File: src/sv/caldate_pkg.sv
`timescale 1ns / 1ps
package caldate_pkg;

  localparam int YEAR_BITS = 16;

  // Multiplicative inverse of 25 modulo 2^32 for the divisibility test
  localparam logic [31:0] INV25 = 32'hC28F5C29;

  localparam logic [1:0] REQ_LOAD    = 2'd0;
  localparam logic [1:0] REQ_NEXT    = 2'd1;
  localparam logic [1:0] REQ_PREV    = 2'd2;
  localparam logic [1:0] REQ_COMPARE = 2'd3;

  localparam logic [1:0] ST_OK        = 2'd0;
  localparam logic [1:0] ST_BAD_MONTH = 2'd1;
  localparam logic [1:0] ST_BAD_DAY   = 2'd2;

  localparam logic [3:0] MONTH_JAN = 4'd1;
  localparam logic [3:0] MONTH_FEB = 4'd2;
  localparam logic [3:0] MONTH_DEC = 4'd12;

  typedef logic [YEAR_BITS-1:0] year_t;

  typedef struct packed {
    logic [1:0]  req_type;
    logic [4:0]  day_in;
    logic [3:0]  month_in;
    logic [15:0] year_in;
  } caldate_in_t;

  typedef struct packed {
    logic [4:0]  day_out;
    logic [3:0]  month_out;
    logic [15:0] year_out;
    logic        is_before;
    logic        is_same;
    logic [1:0]  status;
  } caldate_out_t;

  typedef struct packed {
    logic [4:0] day;
    logic [3:0] month;
    year_t      year;
  } date_t;

  typedef struct packed {
    date_t      date;
    logic       earlier;
    logic       same;
    logic [1:0] status;
  } caldate_res_t;

  function automatic logic [4:0] days_in(input logic [3:0] month, input logic leap);
    logic [4:0] len;
    case (month)
      4'd2:    len = leap ? 5'd29 : 5'd28;
      4'd4:    len = 5'd30;
      4'd6:    len = 5'd30;
      4'd9:    len = 5'd30;
      4'd11:   len = 5'd30;
      default: len = 5'd31;
    endcase
    return len;
  endfunction

endpackage

File: src/sv/caldate_leap.sv
`timescale 1ns / 1ps
module caldate_leap import caldate_pkg::*; (
  input  year_t year,
  output logic  leap
);

  localparam logic [YEAR_BITS-1:0] DIV25_MAX =
    YEAR_BITS'(((64'd1 << YEAR_BITS) - 64'd1) / 64'd25);

  logic [YEAR_BITS-1:0] prod;
  logic                 div4;
  logic                 div16;
  logic                 div25;

  // y is a multiple of 25 exactly when y * inv(25) mod 2^n stays within (2^n - 1) / 25
  assign prod  = year * INV25[YEAR_BITS-1:0];
  assign div25 = prod <= DIV25_MAX;
  assign div4  = year[1:0] == 2'd0;
  assign div16 = year[3:0] == 4'd0;
  assign leap  = div4 && (!div25 || div16);

endmodule

File: src/sv/caldate_core.sv
`timescale 1ns / 1ps
module caldate_core import caldate_pkg::*; (
  input  caldate_in_t  req,
  input  date_t        cur,
  output caldate_res_t res
);

  year_t      y_in;
  logic       leap_cur;
  logic       leap_in;
  logic [4:0] dim_cur;
  logic [4:0] dim_prev;
  logic [4:0] dim_load;
  logic       month_ok;
  logic [3:0] month_load;
  logic [3:0] month_prev;
  logic       day_ok;

  assign y_in = YEAR_BITS'(req.year_in);

  caldate_leap u_leap_cur (
    .year (cur.year),
    .leap (leap_cur)
  );

  caldate_leap u_leap_in (
    .year (y_in),
    .leap (leap_in)
  );

  assign month_ok   = (req.month_in >= MONTH_JAN) && (req.month_in <= MONTH_DEC);
  assign month_load = month_ok ? req.month_in : MONTH_JAN;
  assign dim_load   = days_in(month_load, leap_in);
  assign day_ok     = (req.day_in != 5'd0) && (req.day_in <= dim_load);
  assign dim_cur    = days_in(cur.month, leap_cur);
  assign month_prev = cur.month - 4'd1;
  assign dim_prev   = days_in(month_prev, leap_cur);

  always_comb begin
    res.date    = cur;
    res.earlier = 1'b0;
    res.same    = 1'b0;
    res.status  = ST_OK;
    case (req.req_type)
      REQ_LOAD: begin
        res.date.year  = y_in;
        res.date.month = month_load;
        res.date.day   = day_ok ? req.day_in : 5'd1;
        if (!month_ok) begin
          res.status = ST_BAD_MONTH;
        end else if (!day_ok) begin
          res.status = ST_BAD_DAY;
        end
      end
      REQ_NEXT: begin
        if (cur.day < dim_cur) begin
          res.date.day = cur.day + 5'd1;
        end else begin
          res.date.day = 5'd1;
          if (cur.month < MONTH_DEC) begin
            res.date.month = cur.month + 4'd1;
          end else begin
            res.date.month = MONTH_JAN;
            res.date.year  = cur.year + year_t'(1);
          end
        end
      end
      REQ_PREV: begin
        if (cur.day > 5'd1) begin
          res.date.day = cur.day - 5'd1;
        end else if (cur.month > MONTH_JAN) begin
          res.date.month = month_prev;
          res.date.day   = dim_prev;
        end else begin
          res.date.month = MONTH_DEC;
          res.date.year  = cur.year - year_t'(1);
          res.date.day   = days_in(MONTH_DEC, 1'b0);
        end
      end
      REQ_COMPARE: begin
        if (cur.year != y_in) begin
          res.earlier = cur.year < y_in;
        end else if (cur.month != req.month_in) begin
          res.earlier = cur.month < req.month_in;
        end else if (cur.day != req.day_in) begin
          res.earlier = cur.day < req.day_in;
        end else begin
          res.same = 1'b1;
        end
      end
      default: begin
        res.date = cur;
      end
    endcase
  end

endmodule

File: src/sv/calendar_date_counter_top.sv
`timescale 1ns / 1ps
// Channel   Direction  Handshake               Payload
// in_       input      in_valid / in_stall     caldate_in_t  (request, day, month, year)
// out_      output     out_valid / out_stall   caldate_out_t (date, compare flags, status)
//
// One transaction per cycle sustained while out_stall is low; a request passes the input
// register then the result register, with the date update done in the logic between them.
// Reset sets the date to 1 January of year 1 and empties both registers.
// out_stall holds the result register; the input register then fills and
// in_stall rises until the result is taken.
module calendar_date_counter_top import caldate_pkg::*; (
  input  logic         clk,
  input  logic         rst_n,
  input  logic         in_valid,
  output logic         in_stall,
  input  caldate_in_t  in_data,
  output logic         out_valid,
  input  logic         out_stall,
  output caldate_out_t out_data
);

  logic         s1_valid_r;
  logic         s1_valid_nxt;
  caldate_in_t  s1_data_r;
  logic         out_valid_r;
  logic         out_valid_nxt;
  caldate_out_t out_data_r;
  caldate_out_t out_data_nxt;
  date_t        cur_r;
  date_t        cur_nxt;
  caldate_res_t res;
  logic         out_free;
  logic         adv;
  logic         in_take;

  assign out_free = !out_valid_r || !out_stall;
  assign adv      = s1_valid_r && out_free;
  assign in_stall = s1_valid_r && !out_free;
  assign in_take  = in_valid && !in_stall;

  caldate_core u_core (
    .req (s1_data_r),
    .cur (cur_r),
    .res (res)
  );

  always_comb begin
    s1_valid_nxt  = in_take || (s1_valid_r && !adv);
    out_valid_nxt = adv || (out_valid_r && out_stall);
    cur_nxt       = adv ? res.date : cur_r;
    out_data_nxt.day_out   = res.date.day;
    out_data_nxt.month_out = res.date.month;
    out_data_nxt.year_out  = 16'(res.date.year);
    out_data_nxt.is_before = res.earlier;
    out_data_nxt.is_same   = res.same;
    out_data_nxt.status    = res.status;
  end

  always_ff @(posedge clk) begin
    if (!rst_n) begin
      s1_valid_r  <= 1'b0;
      out_valid_r <= 1'b0;
      cur_r.day   <= 5'd1;
      cur_r.month <= MONTH_JAN;
      cur_r.year  <= year_t'(1);
    end else begin
      s1_valid_r  <= s1_valid_nxt;
      out_valid_r <= out_valid_nxt;
      cur_r       <= cur_nxt;
    end
  end

  always_ff @(posedge clk) begin
    if (in_take) begin
      s1_data_r <= in_data;
    end
    if (adv) begin
      out_data_r <= out_data_nxt;
    end
  end

  assign out_valid = out_valid_r;
  assign out_data  = out_data_r;

  a_month_range: assert property (@(posedge clk) disable iff (!rst_n)
    (cur_r.month >= MONTH_JAN) && (cur_r.month <= MONTH_DEC))
    else $error("stored month out of range");

  a_day_range: assert property (@(posedge clk) disable iff (!rst_n)
    (cur_r.day != 5'd0) && (cur_r.day <= days_in(cur_r.month, 1'b1)))
    else $error("stored day out of range");

  a_cmp_flags: assert property (@(posedge clk) disable iff (!rst_n)
    out_valid_r |-> !(out_data_r.is_before && out_data_r.is_same))
    else $error("compare flags both set");

  a_adv_result: assert property (@(posedge clk) disable iff (!rst_n)
    adv |=> out_valid_r && (out_data_r.day_out == cur_r.day))
    else $error("advanced transaction did not reach result register");

endmodule

File: config.mk
export PLATFORM = sky130hd
export DESIGN_NAME = calendar_date_counter_top
export DESIGN_NICKNAME = d
export VERILOG_FILES = /design/src/sv/caldate_pkg.sv /design/src/sv/caldate_leap.sv /design/src/sv/caldate_core.sv /design/src/sv/calendar_date_counter_top.sv
export SDC_FILE = /design/constraint.sdc
export NUM_CORES = 1
export LEC_CHECK = 0
export ABC_AREA = 1
export BUFFER_PORTS_ARGS = -buffer_cell sky130_fd_sc_hd__buf_4
export CORE_MARGIN = 2
export CORE_UTILIZATION = 60
export DETAILED_ROUTE_END_ITERATION = 10
export PLACE_DENSITY = 0.89
export SYNTH_ARGS = -nofsm -noshare
export SYNTH_HDL_FRONTEND = slang
export SYNTH_SLANG_ARGS = --single-unit
File: constraint.sdc
create_clock -name clk -period 6.2 [get_ports clk]
set_input_delay 0.93 -clock clk [delete_from_list [all_inputs] [get_ports clk]]
set_output_delay 0.93 -clock clk [all_outputs]
set_load 0.1 [all_outputs]
==> results of run 1 <==
worst max-delay path by stage:
stage                             from      endpoint  slack (ps)
final                     s1_data_r[2]  out_data[27]         210
after global routing      s1_data_r[2]  out_data[27]         -10
after detailed placement  s1_data_r[2]  out_data[27]         160
after floorplan           s1_data_r[0]  out_data[28]         740
after CTS                 s1_data_r[2]  out_data[27]         110
after global placement    s1_data_r[2]  out_data[28]         380
layer usage:
layer | GRT usage (%) | routed length, µm | share of wire [%]
met1 | 37.55 | 9353 | 38
met2 | 51.60 | 11640 | 47
met3 | 6.320 | 2494 | 10
met4 | 16.03 | 1370 | 5.5
met5 | 0 | 0 | 0
registers in the layout, summed over array words and instances (netlist names):
signal	flops
s1_valid_r	1
cur_r	25
out_valid	1
s1_data_r	27
out_data	29
report_power, final:
| group | switching [µW] | total (µW) | internal (µW) | leakage [µW] |
|---|---|---|---|---|
| clock network | 228 | 580 | 351 | 0.000147 |
| registers | 46.9 | 682 | 635 | 0.000761 |
| logic | 873 | 1410 | 542 | 0.00448 |
| total | 1150 | 2680 | 1530 | 0.00539 |
critical path: cells and delay by family (launching register included):
family,cells,cell delay [ps]
fa+ha+maj,7,2720
compound gates,6,1110
xor+xnor,5,960
flops,1,480
simple gates,3,260
buf+inv,3,210
layout by cell type (no fill, tap or decap), types with 5 or more instances in the layout:
cell,n
sky130_fd_sc_hd__nand2_1,216
sky130_fd_sc_hd__dfxtp_1,27
sky130_fd_sc_hd__a21oi_1,68
sky130_fd_sc_hd__o211ai_1,18
sky130_fd_sc_hd__clkinv_1,5
sky130_fd_sc_hd__o21ai_1,6
sky130_fd_sc_hd__buf_4,87
sky130_fd_sc_hd__inv_1,225
sky130_fd_sc_hd__nand4_1,14
sky130_fd_sc_hd__nor2_1,59
sky130_fd_sc_hd__o21ai_0,64
sky130_fd_sc_hd__fa_1,36
sky130_fd_sc_hd__xor2_1,25
sky130_fd_sc_hd__nand3_1,77
sky130_fd_sc_hd__clkbuf_16,9
sky130_fd_sc_hd__edfxtp_1,56
sky130_fd_sc_hd__nor4_1,8
sky130_fd_sc_hd__ha_1,168
sky130_fd_sc_hd__inv_2,6
sky130_fd_sc_hd__xnor2_1,17
sky130_fd_sc_hd__nor3_1,14
cell families after synthesis:
kind of cell | after synthesis | share of synthesized area [%]
xor+xnor | 42 | 3.958
compound gates | 188 | 11.67
flops | 83 | 23.91
fa+ha+maj | 204 | 30.37
buf+inv | 265 | 11.15
simple gates | 407 | 18.94
final cells by class:
cell class                 count  area, µm²
multi-input combinational    841       6043
clock buffer                   9      225.2
sequential                    83       2222
fill                        1159       4797
tap                          188      235.2
clock inverter                 7      91.34
timing repair buffer          87      653.1
inverter                     234      878.3
cell usage after synthesis (4+ instances only):
cell type,n
sky130_fd_sc_hd__nand4_1,14
sky130_fd_sc_hd__nor3_1,14
sky130_fd_sc_hd__xnor2_1,17
sky130_fd_sc_hd__dfxtp_1,27
sky130_fd_sc_hd__fa_1,36
sky130_fd_sc_hd__a21oi_1,68
sky130_fd_sc_hd__inv_1,227
sky130_fd_sc_hd__nor2_1,59
sky130_fd_sc_hd__inv_2,4
sky130_fd_sc_hd__clkbuf_1,23
sky130_fd_sc_hd__nand3_1,77
sky130_fd_sc_hd__buf_6,5
sky130_fd_sc_hd__o211ai_1,18
sky130_fd_sc_hd__xor2_1,25
sky130_fd_sc_hd__nand2_1,216
sky130_fd_sc_hd__o21ai_1,6
sky130_fd_sc_hd__ha_1,168
sky130_fd_sc_hd__nor4_1,8
sky130_fd_sc_hd__o21ai_0,64
sky130_fd_sc_hd__edfxtp_1,56
stage by stage:
step           total power, µW  setup WS [ps]  hold slack [ps]  cells  utilization, %
2_1_floorplan             1729          738.5            450.6   1189               -
3_3_place_gp              1984          377.8            462.2   1427           65.89
3_5_place_dp              2061          155.9            470.6   1427           65.89
4_1_cts                   2657          109.6            479.7   1443           67.98
5_1_grt                   2884         -14.16            515.9   1449           68.33
6_report                  2677          207.9            478.3   1449           68.33
timing repair:
| item | CTS | global route |
|---|---|---|
| setup endpoints to repair | 0 | 10 |
| buffers inserted | 0 | 6 |
| gates resized for setup | 0 | 2 |
==> report_table.html, run 1 <==
<table>
<tr><th>Metric</th><th>Value</th></tr>
<tr><th colspan="2">Status</th></tr>
<tr><td>Outcome</td><td>finished, violations left</td></tr>
<tr><td>Violated checks</td><td>DRC</td></tr>
<tr><th colspan="2">Synthesis</th></tr>
<tr><td>Number of enable flip-flop cells after synthesis</td><td>56</td></tr>
<tr><td>Share of Yosys cell area claimed by the top area cell type</td><td>a little under a quarter</td></tr>
<tr><td>Synthesized netlist net count</td><td>around 1,400</td></tr>
<tr><td>Cell count after synthesis</td><td>roughly 1,200</td></tr>
<tr><td>Synthesized area per cell</td><td>between 7 and 8 µm²</td></tr>
<tr><td>Leading cell types by total area after synthesis</td><td>sky130_fd_sc_hd__ha_1, sky130_fd_sc_hd__edfxtp_1, sky130_fd_sc_hd__inv_1, sky130_fd_sc_hd__nand2_1, sky130_fd_sc_hd__fa_1</td></tr>
<tr><td>Synth Flop Type</td><td>sky130_fd_sc_hd__edfxtp_1</td></tr>
<tr><td>Post-synthesis cell type count</td><td>46</td></tr>
<tr><td>Synthesis Warnings</td><td>0</td></tr>
<tr><td>Proportion of register bits with asynchronous set or reset after synthesis</td><td>0%</td></tr>
<tr><td>Seq cells post-synth</td><td>between 80 and 90</td></tr>
<tr><td>Cell area after synthesis</td><td>between 9000 and 10,000 µm²</td></tr>
<tr><td>Cell accounting for the most synthesized area</td><td>sky130_fd_sc_hd__ha_1</td></tr>
<tr><td>Fraction of the yosys area taken by sequential cells</td><td>between 20% and 30%</td></tr>
<tr><th colspan="2">Flow run</th></tr>
<tr><td>Number of max-cap violations</td><td>0</td></tr>
<tr><th colspan="2">Timing</th></tr>
<tr><td>Endpoints failing setup</td><td>0</td></tr>
<tr><td>Achievable clock frequency</td><td>roughly 170 MHz</td></tr>
<tr><td>Final Hold Viols</td><td>0</td></tr>
<tr><td>Worst slew margin</td><td>between 20% and 30%</td></tr>
<tr><td>Count of pins over their slew limit</td><td>0</td></tr>
<tr><td>Tcrit/Tclk final</td><td>between 90% and 100%</td></tr>
<tr><td>Post-Route Skew</td><td>10.69 ps</td></tr>
<tr><td>Final TNS setup</td><td>0 ps</td></tr>
<tr><td>Actual slew at the worst max-slew pin</td><td>1130 ps</td></tr>
<tr><td>Fin crit period</td><td>around 6000 ps</td></tr>
<tr><th colspan="2">Global route</th></tr>
<tr><td>Grt total ovfl</td><td>0</td></tr>
<tr><td>Global-route wire length before repair</td><td>approximately 40,000 µm</td></tr>
<tr><td>Initial antenna violation count</td><td>1</td></tr>
<tr><td>Pin count of the biggest net entering global routing</td><td>52</td></tr>
<tr><td>Aggregate global-route resource usage</td><td>a little under a third</td></tr>
<tr><td>Via count of the first global-routing pass</td><td>approximately 8,300</td></tr>
<tr><th colspan="2">Layout</th></tr>
<tr><td>Share of cells above drive strength 1</td><td>9.596%</td></tr>
<tr><td>Post-route cell area</td><td>a little over 10,000 µm²</td></tr>
<tr><td>Number of diodes</td><td>0</td></tr>
<tr><td>Final Net Count</td><td>between 1,000 and 1,500</td></tr>
<tr><td>Signed area change from the synthesized netlist to the final layout</td><td>11.35%</td></tr>
<tr><th colspan="2">Critical path</th></tr>
<tr><td>Stage delay of the slowest cell on the critical path</td><td>570 ps</td></tr>
<tr><td>Required time of the critical path</td><td>6290 ps</td></tr>
<tr><td>Worst R2R Start</td><td>s1_data_r[2]</td></tr>
<tr><td>Critical Path Fanout Max</td><td>5</td></tr>
<tr><td>Depth of the worst register-to-register path</td><td>24</td></tr>
<tr><td>CP max-delay cell</td><td>sky130_fd_sc_hd__fa_1</td></tr>
<tr><td>Type of element launching the critical path</td><td>flop</td></tr>
<tr><td>R2R setup slack</td><td>just over 200 ps</td></tr>
<tr><td>Data arrival time of the worst path</td><td>6080 ps</td></tr>
<tr><td>Nature of the critical path endpoint</td><td>flop</td></tr>
<tr><td>Worst path cell trace</td><td>ha_1 -&gt; ha_1 -&gt; inv_1 -&gt; fa_1 -&gt; fa_1 -&gt; inv_1 -&gt; fa_1 -&gt; ha_1 -&gt; xor2_1 -&gt; xnor2_1 -&gt; xnor2_1 -&gt; xnor2_1 -&gt; xnor2_1 -&gt; o41ai_2 -&gt; a21oi_1 -&gt; ha_1 -&gt; a21oi_1 -&gt; o2111ai_1 -&gt; nand2_1 -&gt; nor2_1 -&gt; a21oi_1 -&gt; nand2_1 -&gt; o21ai_1 -&gt; inv_1</td></tr>
<tr><td>Reg-to-reg critical path endpoint</td><td>out_data[27]</td></tr>
<tr><td>Critical path class</td><td>reg -&gt; reg</td></tr>
<tr><th colspan="2">Floorplan</th></tr>
<tr><td>Row count</td><td>45</td></tr>
<tr><td>Standard cell core area</td><td>around 15,000 µm²</td></tr>
<tr><td>Number of top-level pins</td><td>62</td></tr>
<tr><td>Total Die Area</td><td>about 17,000 µm²</td></tr>
<tr><td>Die Wd</td><td>approximately 130 µm</td></tr>
<tr><td>Die Ht</td><td>between 100 and 150 µm</td></tr>
<tr><td>Initial standard-cell utilization of the core</td><td>about three fifths</td></tr>
<tr><th colspan="2">Route</th></tr>
<tr><td>Routed wire length</td><td>around 25,000 µm</td></tr>
<tr><td>Detailed Routing Iterations Pass 1</td><td>9</td></tr>
<tr><td>Antenna viol nets, final</td><td>0</td></tr>
<tr><td># DRC</td><td>1</td></tr>
<tr><td>Detailed router's first-iteration violation count</td><td>1,106</td></tr>
<tr><td>Routed WL per cell</td><td>roughly 17 µm</td></tr>
<tr><td>Total number of vias</td><td>between 8,000 and 9,000</td></tr>
<tr><td>Average vias per placed instance</td><td>around 6.0</td></tr>
<tr><th colspan="2">Hold path</th></tr>
<tr><td>Worst min-delay path endpoint</td><td>out_valid</td></tr>
<tr><td>Min-delay src</td><td>s1_valid_r</td></tr>
<tr><td>Hold Path Cell Cnt</td><td>2</td></tr>
<tr><td>Class of the worst hold path</td><td>reg -&gt; reg</td></tr>
<tr><th colspan="2">Placed design</th></tr>
<tr><td>Port bufs</td><td>61</td></tr>
<tr><td>Placed cell areas</td><td>~10000 µm²</td></tr>
<tr><td>Detail Placement HPWL</td><td>18,710 µm</td></tr>
<tr><td>Routability congestion estimate</td><td>between 0.9 and 1</td></tr>
<tr><th colspan="2">Clock network</th></tr>
<tr><td>Clock tree from TritonCTS</td><td>built</td></tr>
<tr><td>Level count of the clock H-tree</td><td>3</td></tr>
<tr><td>Cts-stage hold buffer count</td><td>0</td></tr>
<tr><td>Clock-pin transition on the worst setup and hold timing paths</td><td>60 ps</td></tr>
<tr><td>Skew-Pair Late Insertion Delay</td><td>roughly 350 ps</td></tr>
<tr><td>Clock Sinks</td><td>83</td></tr>
<tr><td>TritonCTS buffer count</td><td>9</td></tr>
<tr><td>Master cell of the clock root buffer</td><td>sky130_fd_sc_hd__clkbuf_16</td></tr>
<tr><td>Clock Tree Buf Depth</td><td>2</td></tr>
<tr><th colspan="2">Power and ir drop</th></tr>
<tr><td>Maximum vdd drop</td><td>around 0.00023 V</td></tr>
<tr><td>Reported leakage power</td><td>0.005389 µW</td></tr>
<tr><td>Power Density</td><td>roughly 260 nW/µm²</td></tr>
</table>
(Power assumes the default switching activity.)
==> run 2: changes to the inputs <==
--- a/config.mk
+++ b/config.mk
@@ -6,11 +6,12 @@
 export NUM_CORES = 1
 export LEC_CHECK = 0
 export ABC_AREA = 1
+export ABC_CLOCK_PERIOD_IN_PS = 6200
 export BUFFER_PORTS_ARGS = -buffer_cell sky130_fd_sc_hd__buf_4
 export CORE_MARGIN = 2
 export CORE_UTILIZATION = 60
 export DETAILED_ROUTE_END_ITERATION = 10
-export PLACE_DENSITY = 0.89
+export PLACE_DENSITY = 0.79
 export SYNTH_ARGS = -nofsm -noshare
 export SYNTH_HDL_FRONTEND = slang
 export SYNTH_SLANG_ARGS = --single-unit
==> run 2 against run 1 <==
  * The run now ends clean
  * First-iteration DRC count down 22%
  * Sequential share of layout area down 0.14 points
  * Critical path depth did not move
  * Power is 1.7% higher
  * Flip-flop and latch count is the same
  * Critical path type unchanged
  * Design area grew 0.65%
  * Die area did not move
  * Clock power increased by 8.1%
  * Core utilization grew 0.45 points
  * Via count decreased by 2.7%
  * Largest cell class unchanged
==> report_table.html, run 2 (synthesis gave the netlist of run 1 again) <==
<table>
<tr><th>Metric</th><th>Value</th></tr>
<tr><th colspan="2">Critical path</th></tr>
<tr><td>Data arrival time of the worst path</td><td>6010 ps (-70 ps)</td></tr>
<tr><td>Required time of the critical path</td><td>6300 ps (about the same)</td></tr>
<tr><td>Critical Path Fanout Max</td><td>5 (unchanged)</td></tr>
<tr><td>Critical path class</td><td>reg -&gt; reg</td></tr>
<tr><td>Nature of the critical path endpoint</td><td>flop</td></tr>
<tr><td>Type of element launching the critical path</td><td>flop</td></tr>
<tr><th colspan="2">Placed design</th></tr>
<tr><td>Number of cells in the design after placement</td><td>1,427 (unchanged)</td></tr>
<tr><td>Port bufs</td><td>61 (unchanged)</td></tr>
<tr><td>Routability congestion estimate</td><td>0.9696 (-2.9%)</td></tr>
<tr><td>Detail Placement HPWL</td><td>18,920 µm (+1.1%)</td></tr>
<tr><th colspan="2">Timing</th></tr>
<tr><td>Achievable clock frequency</td><td>169.3 MHz (+1.4%)</td></tr>
<tr><td>Count of pins over their slew limit</td><td>0 (unchanged)</td></tr>
<tr><td>Worst slew margin</td><td>23.07% (-1.5 points)</td></tr>
<tr><td>Actual slew at the worst max-slew pin</td><td>1153 ps (+22.32 ps)</td></tr>
<tr><td>Fin crit period</td><td>5907 ps (-84.77 ps)</td></tr>
<tr><td>Final Hold Viols</td><td>0 (unchanged)</td></tr>
<tr><td>Worst hold slack after final layout</td><td>477.5 ps (-0.7830 ps)</td></tr>
<tr><td>Endpoints failing setup</td><td>0 (unchanged)</td></tr>
<tr><td>Post-Route Skew</td><td>10.33 ps (-0.3600 ps)</td></tr>
<tr><td>Tcrit/Tclk final</td><td>95.28% (-1.4 points)</td></tr>
<tr><th colspan="2">Route</th></tr>
<tr><td>Routed WL per cell</td><td>16.83 µm (-1.9%)</td></tr>
<tr><td># DRC</td><td>0 (-1)</td></tr>
<tr><td>Total length of routed met2 wires</td><td>11,650 µm (about the same)</td></tr>
<tr><td>Met1 WL</td><td>9913 µm (+6.0%)</td></tr>
<tr><td>Routed wire length</td><td>24,400 µm (-1.8%)</td></tr>
<tr><td>Wire length on met3</td><td>1883 µm (-24%)</td></tr>
<tr><td>Antenna viol nets, final</td><td>0 (unchanged)</td></tr>
<tr><td>Max layer used</td><td>met4</td></tr>
<tr><td>Total number of vias</td><td>8,416 (-2.7%)</td></tr>
<tr><td>Detailed router's first-iteration violation count</td><td>867 (-22%)</td></tr>
<tr><td>Detailed Routing Iterations Pass 1</td><td>6 (-3)</td></tr>
<tr><td>Average vias per placed instance</td><td>5.804 (-2.8%)</td></tr>
<tr><th colspan="2">Floorplan</th></tr>
<tr><td>Number of top-level pins</td><td>62 (unchanged)</td></tr>
<tr><td>Initial standard-cell utilization of the core</td><td>61.36% (unchanged)</td></tr>
<tr><td>Total Die Area</td><td>16,500 µm² (unchanged)</td></tr>
<tr><td>Die Wd</td><td>128.5 µm (unchanged)</td></tr>
<tr><td>Row count</td><td>45 (unchanged)</td></tr>
<tr><td>Standard cell core area</td><td>15,150 µm² (unchanged)</td></tr>
<tr><td>Die Ht</td><td>128.5 µm (unchanged)</td></tr>
<tr><th colspan="2">Clock network</th></tr>
<tr><td>Master cell of the clock root buffer</td><td>sky130_fd_sc_hd__clkbuf_16</td></tr>
<tr><td>Level count of the clock H-tree</td><td>3 (unchanged)</td></tr>
<tr><td>Clock Tree Buf Depth</td><td>2 (unchanged)</td></tr>
<tr><td>Clock tree from TritonCTS</td><td>built</td></tr>
<tr><td>Cts-stage hold buffer count</td><td>0 (unchanged)</td></tr>
<tr><td>Clock Sinks</td><td>83 (unchanged)</td></tr>
<tr><td>Clock-pin transition on the worst setup and hold timing paths</td><td>60 ps (about the same)</td></tr>
<tr><td>TritonCTS buffer count</td><td>9 (unchanged)</td></tr>
<tr><td>Skew-Pair Late Insertion Delay</td><td>350 ps (about the same)</td></tr>
<tr><th colspan="2">Layout</th></tr>
<tr><td>Commonest cells after routing, fill and taps aside</td><td>sky130_fd_sc_hd__inv_1, sky130_fd_sc_hd__nand2_1, sky130_fd_sc_hd__ha_1</td></tr>
<tr><td>Number of diodes</td><td>0 (unchanged)</td></tr>
<tr><td>Non-filler cells, final</td><td>1,450 (+0.069%)</td></tr>
<tr><td>Max reg flops</td><td>29 (unchanged)</td></tr>
<tr><td>Share of cells above drive strength 1</td><td>10.06% (+0.47 points)</td></tr>
<tr><td>Final Net Count</td><td>1,492 (+0.067%)</td></tr>
<tr><td>Most common cell after layout, fill and taps aside</td><td>sky130_fd_sc_hd__inv_1</td></tr>
<tr><td>Signed area change from the synthesized netlist to the final layout</td><td>12.08%</td></tr>
<tr><td>Number of fill cells</td><td>1,262 (+8.9%)</td></tr>
<tr><th colspan="2">Global route</th></tr>
<tr><td>Aggregate global-route resource usage</td><td>30.31% (-0.47 points)</td></tr>
<tr><td>Grt total ovfl</td><td>0 (unchanged)</td></tr>
<tr><td>Global-route wire length before repair</td><td>39,090 µm (-2.5%)</td></tr>
<tr><td>Via count of the first global-routing pass</td><td>7,918 (-4.5%)</td></tr>
<tr><td>Pin count of the biggest net entering global routing</td><td>58 (+12%)</td></tr>
<tr><td>Initial antenna violation count</td><td>0 (-1)</td></tr>
<tr><th colspan="2">Hold path</th></tr>
<tr><td>Class of the worst hold path</td><td>reg -&gt; reg</td></tr>
<tr><th colspan="2">Status</th></tr>
<tr><td>Outcome</td><td>completed</td></tr>
<tr><th colspan="2">Power and ir drop</th></tr>
<tr><td>Maximum vdd drop</td><td>0.0001943 V (-15%)</td></tr>
<tr><td>Power Density</td><td>261.3 nW/µm² (+1.0%)</td></tr>
<tr><td>Reported leakage power</td><td>0.005424 µW (+0.64%)</td></tr>
<tr><th colspan="2">Flow run</th></tr>
<tr><td>Number of max-cap violations</td><td>0 (unchanged)</td></tr>
</table>
run 2: area by class of cell:
class | instances | area, µm² | share of cell area (%)
Timing Repair Buffer | 88 | 673.1 | 6.462
Tap cell | 188 | 235.2 | 2.258
Clock buffer | 9 | 225.2 | 2.162
Sequential cell | 83 | 2222 | 21.33
Inverter | 234 | 878.3 | 8.432
Clock inverter | 7 | 123.9 | 1.189
Multi-Input combinational cell | 841 | 6058 | 58.16
run 2: worst max-delay path: stages (launching register included):
cell and delay [ps]:
sky130_fd_sc_hd__edfxtp_1 490, sky130_fd_sc_hd__ha_1 350, sky130_fd_sc_hd__ha_1 290, sky130_fd_sc_hd__inv_1 50
sky130_fd_sc_hd__fa_1 500, sky130_fd_sc_hd__fa_1 540, sky130_fd_sc_hd__inv_1 50, sky130_fd_sc_hd__fa_1 470
sky130_fd_sc_hd__ha_1 320, sky130_fd_sc_hd__ha_1 330, sky130_fd_sc_hd__inv_1 100, sky130_fd_sc_hd__o21bai_1 80
sky130_fd_sc_hd__a221oi_2 230, sky130_fd_sc_hd__o211ai_1 160, sky130_fd_sc_hd__o41ai_2 340, sky130_fd_sc_hd__a21oi_1 140
sky130_fd_sc_hd__ha_1 300, sky130_fd_sc_hd__a21oi_1 170, sky130_fd_sc_hd__o2111ai_2 140, sky130_fd_sc_hd__nand2_1 120
sky130_fd_sc_hd__nor2_1 70, sky130_fd_sc_hd__a2bb2oi_1 170, sky130_fd_sc_hd__o21ai_1 80, sky130_fd_sc_hd__o21ai_1 100
sky130_fd_sc_hd__inv_1 70
run 2: through the flow:
stage                     area [µm²]  worst slack [ps]  util [%]  TNS (ps)  power, µW
after global routing           10420            -5.762     68.77    -5.762       2945
after floorplan                 9294             738.5         -         0       1729
after global placement          9995             148.1     65.99         0       1997
after CTS                      10350             109.4     68.34         0       2704
final                          10420             292.6     68.77         0       2722
after detailed placement        9995            -17.47     65.99    -17.65       2060
run 2: repair_timing:
item	4_1_cts	5_1_grt
setup endpoints to repair	4	10
pin swaps	0	1
gates cloned	0	0
resized for setup	1	3
buffers inserted	0	7
run 2: report_power, final:
part | leakage, µW | internal [µW] | switching, µW | total, µW
combinational | 0.00449 | 541 | 874 | 1420
clock | 0.000172 | 398 | 230 | 627
sequential | 0.000761 | 635 | 44.2 | 680
run 2: per-layer routing:
metal  up-vias  GRT usage (%)
li1       4069              -
met1      3901          38.08
met2       376          50.72
met3        70          6.071
met4         0          13.57
met5         -              0
run 2: path summary, 6_finish.rpt:
check	startpoint	endpoint	slack [ps]	cells past startpoint
setup / recovery	s1_data_r[2]	out_data[28]	290	24
hold / removal	s1_valid_r	out_valid	480	2
setup reg to reg	s1_data_r[2]	out_data[28]	290	24
hold reg to reg	s1_valid_r	out_valid	480	2
==> run 3: changes to the inputs <==
--- a/config.mk
+++ b/config.mk
@@ -5,7 +5,6 @@
 export SDC_FILE = /design/constraint.sdc
 export NUM_CORES = 1
 export LEC_CHECK = 0
-export ABC_AREA = 1
 export ABC_CLOCK_PERIOD_IN_PS = 6200
 export BUFFER_PORTS_ARGS = -buffer_cell sky130_fd_sc_hd__buf_4
 export CORE_MARGIN = 2
==> run 3 against run 2 <==
  * Design area fell by 5.6%
  * Combinational power shrank 26%
  * Via count decreased by 10%
  * Synthesized area is 5.0% lower
  * Largest cell class unchanged
  * Cell count down 17%
  * Synthesized cell count down 19%
  * Flip-flop and latch count is the same
  * Non-clock buffer count down 3
==> report_table.html, run 3 <==
<table>
<tr><th>Metric</th><th>Value</th></tr>
<tr><th colspan="2">Synthesis</th></tr>
<tr><td>Most frequently used cell type in the post-synthesis netlist</td><td>sky130_fd_sc_hd__ha_1</td></tr>
<tr><td>Most used standard cells in the synthesized netlist</td><td>sky130_fd_sc_hd__ha_1, sky130_fd_sc_hd__inv_1, sky130_fd_sc_hd__a21oi_1</td></tr>
<tr><td>Leading cell types by total area after synthesis</td><td>sky130_fd_sc_hd__ha_1, sky130_fd_sc_hd__edfxtp_1, sky130_fd_sc_hd__fa_1, sky130_fd_sc_hd__dfxtp_1, sky130_fd_sc_hd__inv_1</td></tr>
<tr><td>Post-synthesis cell type count</td><td>71 (+54%)</td></tr>
<tr><td>Cell accounting for the most synthesized area</td><td>sky130_fd_sc_hd__ha_1</td></tr>
<tr><td>Cell count after synthesis</td><td>962 (-19%)</td></tr>
<tr><td>Fraction of the yosys area taken by sequential cells</td><td>25.17% (+1.3 points)</td></tr>
<tr><td>Synthesized area per cell</td><td>9.179 µm² (+17%)</td></tr>
<tr><td>Synthesis Warnings</td><td>0 (unchanged)</td></tr>
<tr><td>Synth Flop Type</td><td>sky130_fd_sc_hd__edfxtp_1</td></tr>
<tr><td>Share of Yosys cell area claimed by the top area cell type</td><td>23.81% (+1.2 points)</td></tr>
<tr><td>Proportion of register bits with asynchronous set or reset after synthesis</td><td>0% (unchanged)</td></tr>
<tr><td>Seq cells post-synth</td><td>83 (unchanged)</td></tr>
<tr><td>Cell area after synthesis</td><td>8830 µm² (-5.0%)</td></tr>
<tr><td>Synthesized netlist net count</td><td>1,197 (-16%)</td></tr>
<tr><td>Number of enable flip-flop cells after synthesis</td><td>56 (unchanged)</td></tr>
<tr><th colspan="2">Global route</th></tr>
<tr><td>Aggregate global-route resource usage</td><td>31.26% (+0.95 points)</td></tr>
<tr><td>Via count of the first global-routing pass</td><td>7,511 (-5.1%)</td></tr>
<tr><td>Pin count of the biggest net entering global routing</td><td>44 (-24%)</td></tr>
<tr><td>Global-route wire length before repair</td><td>39,060 µm (about the same)</td></tr>
<tr><td>Initial antenna violation count</td><td>0 (unchanged)</td></tr>
<tr><td>Grt total ovfl</td><td>0 (unchanged)</td></tr>
<tr><th colspan="2">Floorplan</th></tr>
<tr><td>Row count</td><td>44 (-2.2%)</td></tr>
<tr><td>Standard cell core area</td><td>14,480 µm² (-4.4%)</td></tr>
<tr><td>Number of top-level pins</td><td>62 (unchanged)</td></tr>
<tr><td>Total Die Area</td><td>15,700 µm² (-4.8%)</td></tr>
<tr><td>Initial standard-cell utilization of the core</td><td>60.98% (-0.38 points)</td></tr>
<tr><td>Die Ht</td><td>125.3 µm (-2.5%)</td></tr>
<tr><td>Die Wd</td><td>125.3 µm (-2.5%)</td></tr>
<tr><th colspan="2">Route</th></tr>
<tr><td># DRC</td><td>0 (unchanged)</td></tr>
<tr><td>Detailed Routing Iterations Pass 1</td><td>8 (+2)</td></tr>
<tr><td>Detailed router's first-iteration violation count</td><td>1,030 (+19%)</td></tr>
<tr><td>Average vias per placed instance</td><td>6.250 (+7.7%)</td></tr>
<tr><td>Routed wire length</td><td>23,680 µm (-3.0%)</td></tr>
<tr><td>Routed WL per cell</td><td>19.57 µm (+16%)</td></tr>
<tr><td>Antenna viol nets, final</td><td>0 (unchanged)</td></tr>
<tr><td>Total number of vias</td><td>7,562 (-10%)</td></tr>
<tr><th colspan="2">Layout</th></tr>
<tr><td>Non-filler cells, final</td><td>1,210 (-17%)</td></tr>
<tr><td>Signed area change from the synthesized netlist to the final layout</td><td>11.39%</td></tr>
<tr><td>Share of cells above drive strength 1</td><td>11.70% (+1.6 points)</td></tr>
<tr><td>Final Net Count</td><td>1,257 (-16%)</td></tr>
<tr><td>Number of diodes</td><td>0 (unchanged)</td></tr>
<tr><td>Most common cell after layout, fill and taps aside</td><td>sky130_fd_sc_hd__ha_1</td></tr>
<tr><td>Commonest cells after routing, fill and taps aside</td><td>sky130_fd_sc_hd__ha_1, sky130_fd_sc_hd__inv_1, sky130_fd_sc_hd__buf_4</td></tr>
<tr><td>Max reg flops</td><td>29 (unchanged)</td></tr>
<tr><th colspan="2">Timing</th></tr>
<tr><td>Tcrit/Tclk final</td><td>95.25% (about the same)</td></tr>
<tr><td>Worst slew margin</td><td>26.94% (+3.9 points)</td></tr>
<tr><td>Final Hold Viols</td><td>0 (unchanged)</td></tr>
<tr><td>Actual slew at the worst max-slew pin</td><td>1094 ps (-59.05 ps)</td></tr>
<tr><td>Post-Route Skew</td><td>12.15 ps (+1.813 ps)</td></tr>
<tr><td>Fin crit period</td><td>5905 ps (-2.007 ps)</td></tr>
<tr><td>Count of pins over their slew limit</td><td>0 (unchanged)</td></tr>
<tr><td>Endpoints failing setup</td><td>0 (unchanged)</td></tr>
<tr><td>Achievable clock frequency</td><td>169.3 MHz (about the same)</td></tr>
<tr><th colspan="2">Clock network</th></tr>
<tr><td>Skew-Pair Late Insertion Delay</td><td>360 ps (about the same)</td></tr>
<tr><td>Clock Sinks</td><td>83 (unchanged)</td></tr>
<tr><td>Master cell of the clock root buffer</td><td>sky130_fd_sc_hd__clkbuf_16</td></tr>
<tr><td>Clock Tree Buf Depth</td><td>2 (unchanged)</td></tr>
<tr><td>Level count of the clock H-tree</td><td>3 (unchanged)</td></tr>
<tr><td>TritonCTS buffer count</td><td>9 (unchanged)</td></tr>
<tr><td>Clock tree from TritonCTS</td><td>built</td></tr>
<tr><td>Clock-pin transition on the worst setup and hold timing paths</td><td>60 ps (about the same)</td></tr>
<tr><th colspan="2">Critical path</th></tr>
<tr><td>Type of element launching the critical path</td><td>flop</td></tr>
<tr><td>Required time of the critical path</td><td>6420 ps (+120 ps)</td></tr>
<tr><td>R2R setup slack</td><td>290 ps (about the same)</td></tr>
<tr><td>Critical Path Fanout Max</td><td>7 (+2)</td></tr>
<tr><td>Nature of the critical path endpoint</td><td>flop</td></tr>
<tr><td>Data arrival time of the worst path</td><td>6120 ps (+110 ps)</td></tr>
<tr><td>Critical path class</td><td>reg -&gt; reg</td></tr>
<tr><th colspan="2">Power and ir drop</th></tr>
<tr><td>Maximum vdd drop</td><td>0.0001623 V (-16%)</td></tr>
<tr><td>Power Density</td><td>230.0 nW/µm² (-12%)</td></tr>
<tr><td>Reported leakage power</td><td>0.004585 µW (-15%)</td></tr>
<tr><td>Final Power</td><td>2262 µW (-17%)</td></tr>
<tr><th colspan="2">Placed design</th></tr>
<tr><td>Number of cells in the design after placement</td><td>1,190 (-17%)</td></tr>
<tr><td>Detail Placement HPWL</td><td>17,620 µm (-6.9%)</td></tr>
<tr><td>Routability congestion estimate</td><td>1.002 (+3.3%)</td></tr>
<tr><td>Port bufs</td><td>61 (unchanged)</td></tr>
<tr><th colspan="2">Status</th></tr>
<tr><td>Outcome</td><td>completed</td></tr>
<tr><th colspan="2">Flow run</th></tr>
<tr><td>Number of max-cap violations</td><td>0 (unchanged)</td></tr>
<tr><th colspan="2">Hold path</th></tr>
<tr><td>Class of the worst hold path</td><td>reg -&gt; reg</td></tr>
</table>
run 3: critical path, stage by stage, from the launching register on:
cell and delay [ps]:
sky130_fd_sc_hd__edfxtp_1 620, sky130_fd_sc_hd__ha_1 230, sky130_fd_sc_hd__inv_1 50, sky130_fd_sc_hd__fa_1 470, sky130_fd_sc_hd__inv_1 40, sky130_fd_sc_hd__ha_1 290
sky130_fd_sc_hd__ha_1 320, sky130_fd_sc_hd__fa_1 500, sky130_fd_sc_hd__ha_1 310, sky130_fd_sc_hd__ha_1 340, sky130_fd_sc_hd__inv_1 60, sky130_fd_sc_hd__o21bai_1 80
sky130_fd_sc_hd__a21oi_1 230, sky130_fd_sc_hd__a21o_1 120, sky130_fd_sc_hd__nand3_1 80, sky130_fd_sc_hd__o31ai_2 410, sky130_fd_sc_hd__a31oi_1 160, sky130_fd_sc_hd__ha_1 200
sky130_fd_sc_hd__nor2b_1 110, sky130_fd_sc_hd__o2111ai_1 130, sky130_fd_sc_hd__a21oi_2 190, sky130_fd_sc_hd__a21oi_1 100, sky130_fd_sc_hd__a32oi_1 270, sky130_fd_sc_hd__buf_4 170
sky130_fd_sc_hd__a21oi_1 60, sky130_fd_sc_hd__o21ai_0 170, sky130_fd_sc_hd__a31oi_1 60
run 3: cell type report:
class / count / area [µm²]
multi-input cells: 710 / 5961
fillers: 1145 / 4643
flip-flops and latches: 83 / 2222
repair buffers: 85 / 638.1
inverters: 133 / 499.2
well taps: 184 / 230.2
clock buffers: 10 / 229.0
clock inverters: 5 / 56.30
run 3: final timing paths:
kind	start	endpoint	depth (start not counted)
max	s1_data_r[7]	cur_r[22]	26
max reg2reg	s1_data_r[7]	cur_r[22]	26
min reg2reg	s1_valid_r	out_valid	2
min	s1_valid_r	out_valid	2
run 3: repair_timing:
action	CTS	global route
hold buffers	0	0
setup endpoints to repair	0	9
buffers inserted	0	5
gates resized for setup	0	2
run 3: stage by stage:
stage	TNS, ps	worst slack, ps	utilization (%)	area (µm²)	hold slack, ps
floorplan	0	756.1	-	8830	451.3
global placement	0	304.0	65.64	9504	477.7
detailed placement	0	90.96	65.64	9504	484.9
CTS	0	80.01	67.61	9789	499.2
global route	-36.99	-36.99	67.93	9836	558.0
finish	0	294.7	67.93	9836	495.7
run 3: cells by family (layout without fill, tap and decap cells):
logic type / after synthesis / after routing / synth area share (%)
AO/OA/AOI/OAI: 233 / 233 / 17.77
XOR/XNOR: 54 / 54 / 5.356
adder cells (fa/ha/maj): 204 / 204 / 31.97
buffers and inverters: 169 / 233 / 7.454
flip-flops: 83 / 83 / 25.17
multiplexers: 2 / 2 / 0.2267
AND/OR/NAND/NOR: 217 / 217 / 12.06
run 3: routing by layer:
metal | vias to the layer above | wire length (µm) | GRT usage, %
met5 | - | 0 | 0
met4 | 0 | 769 | 12.29
met3 | 68 | 2070 | 6.333
met2 | 381 | 10640 | 48.59
met1 | 3597 | 10210 | 43.11
li1 | 3516 | - | -
run 3: where the power goes:
part / internal [µW] / switching (µW)
clock network: 309 / 229
registers: 630 / 42.9
logic: 424 / 627
total: 1360 / 899
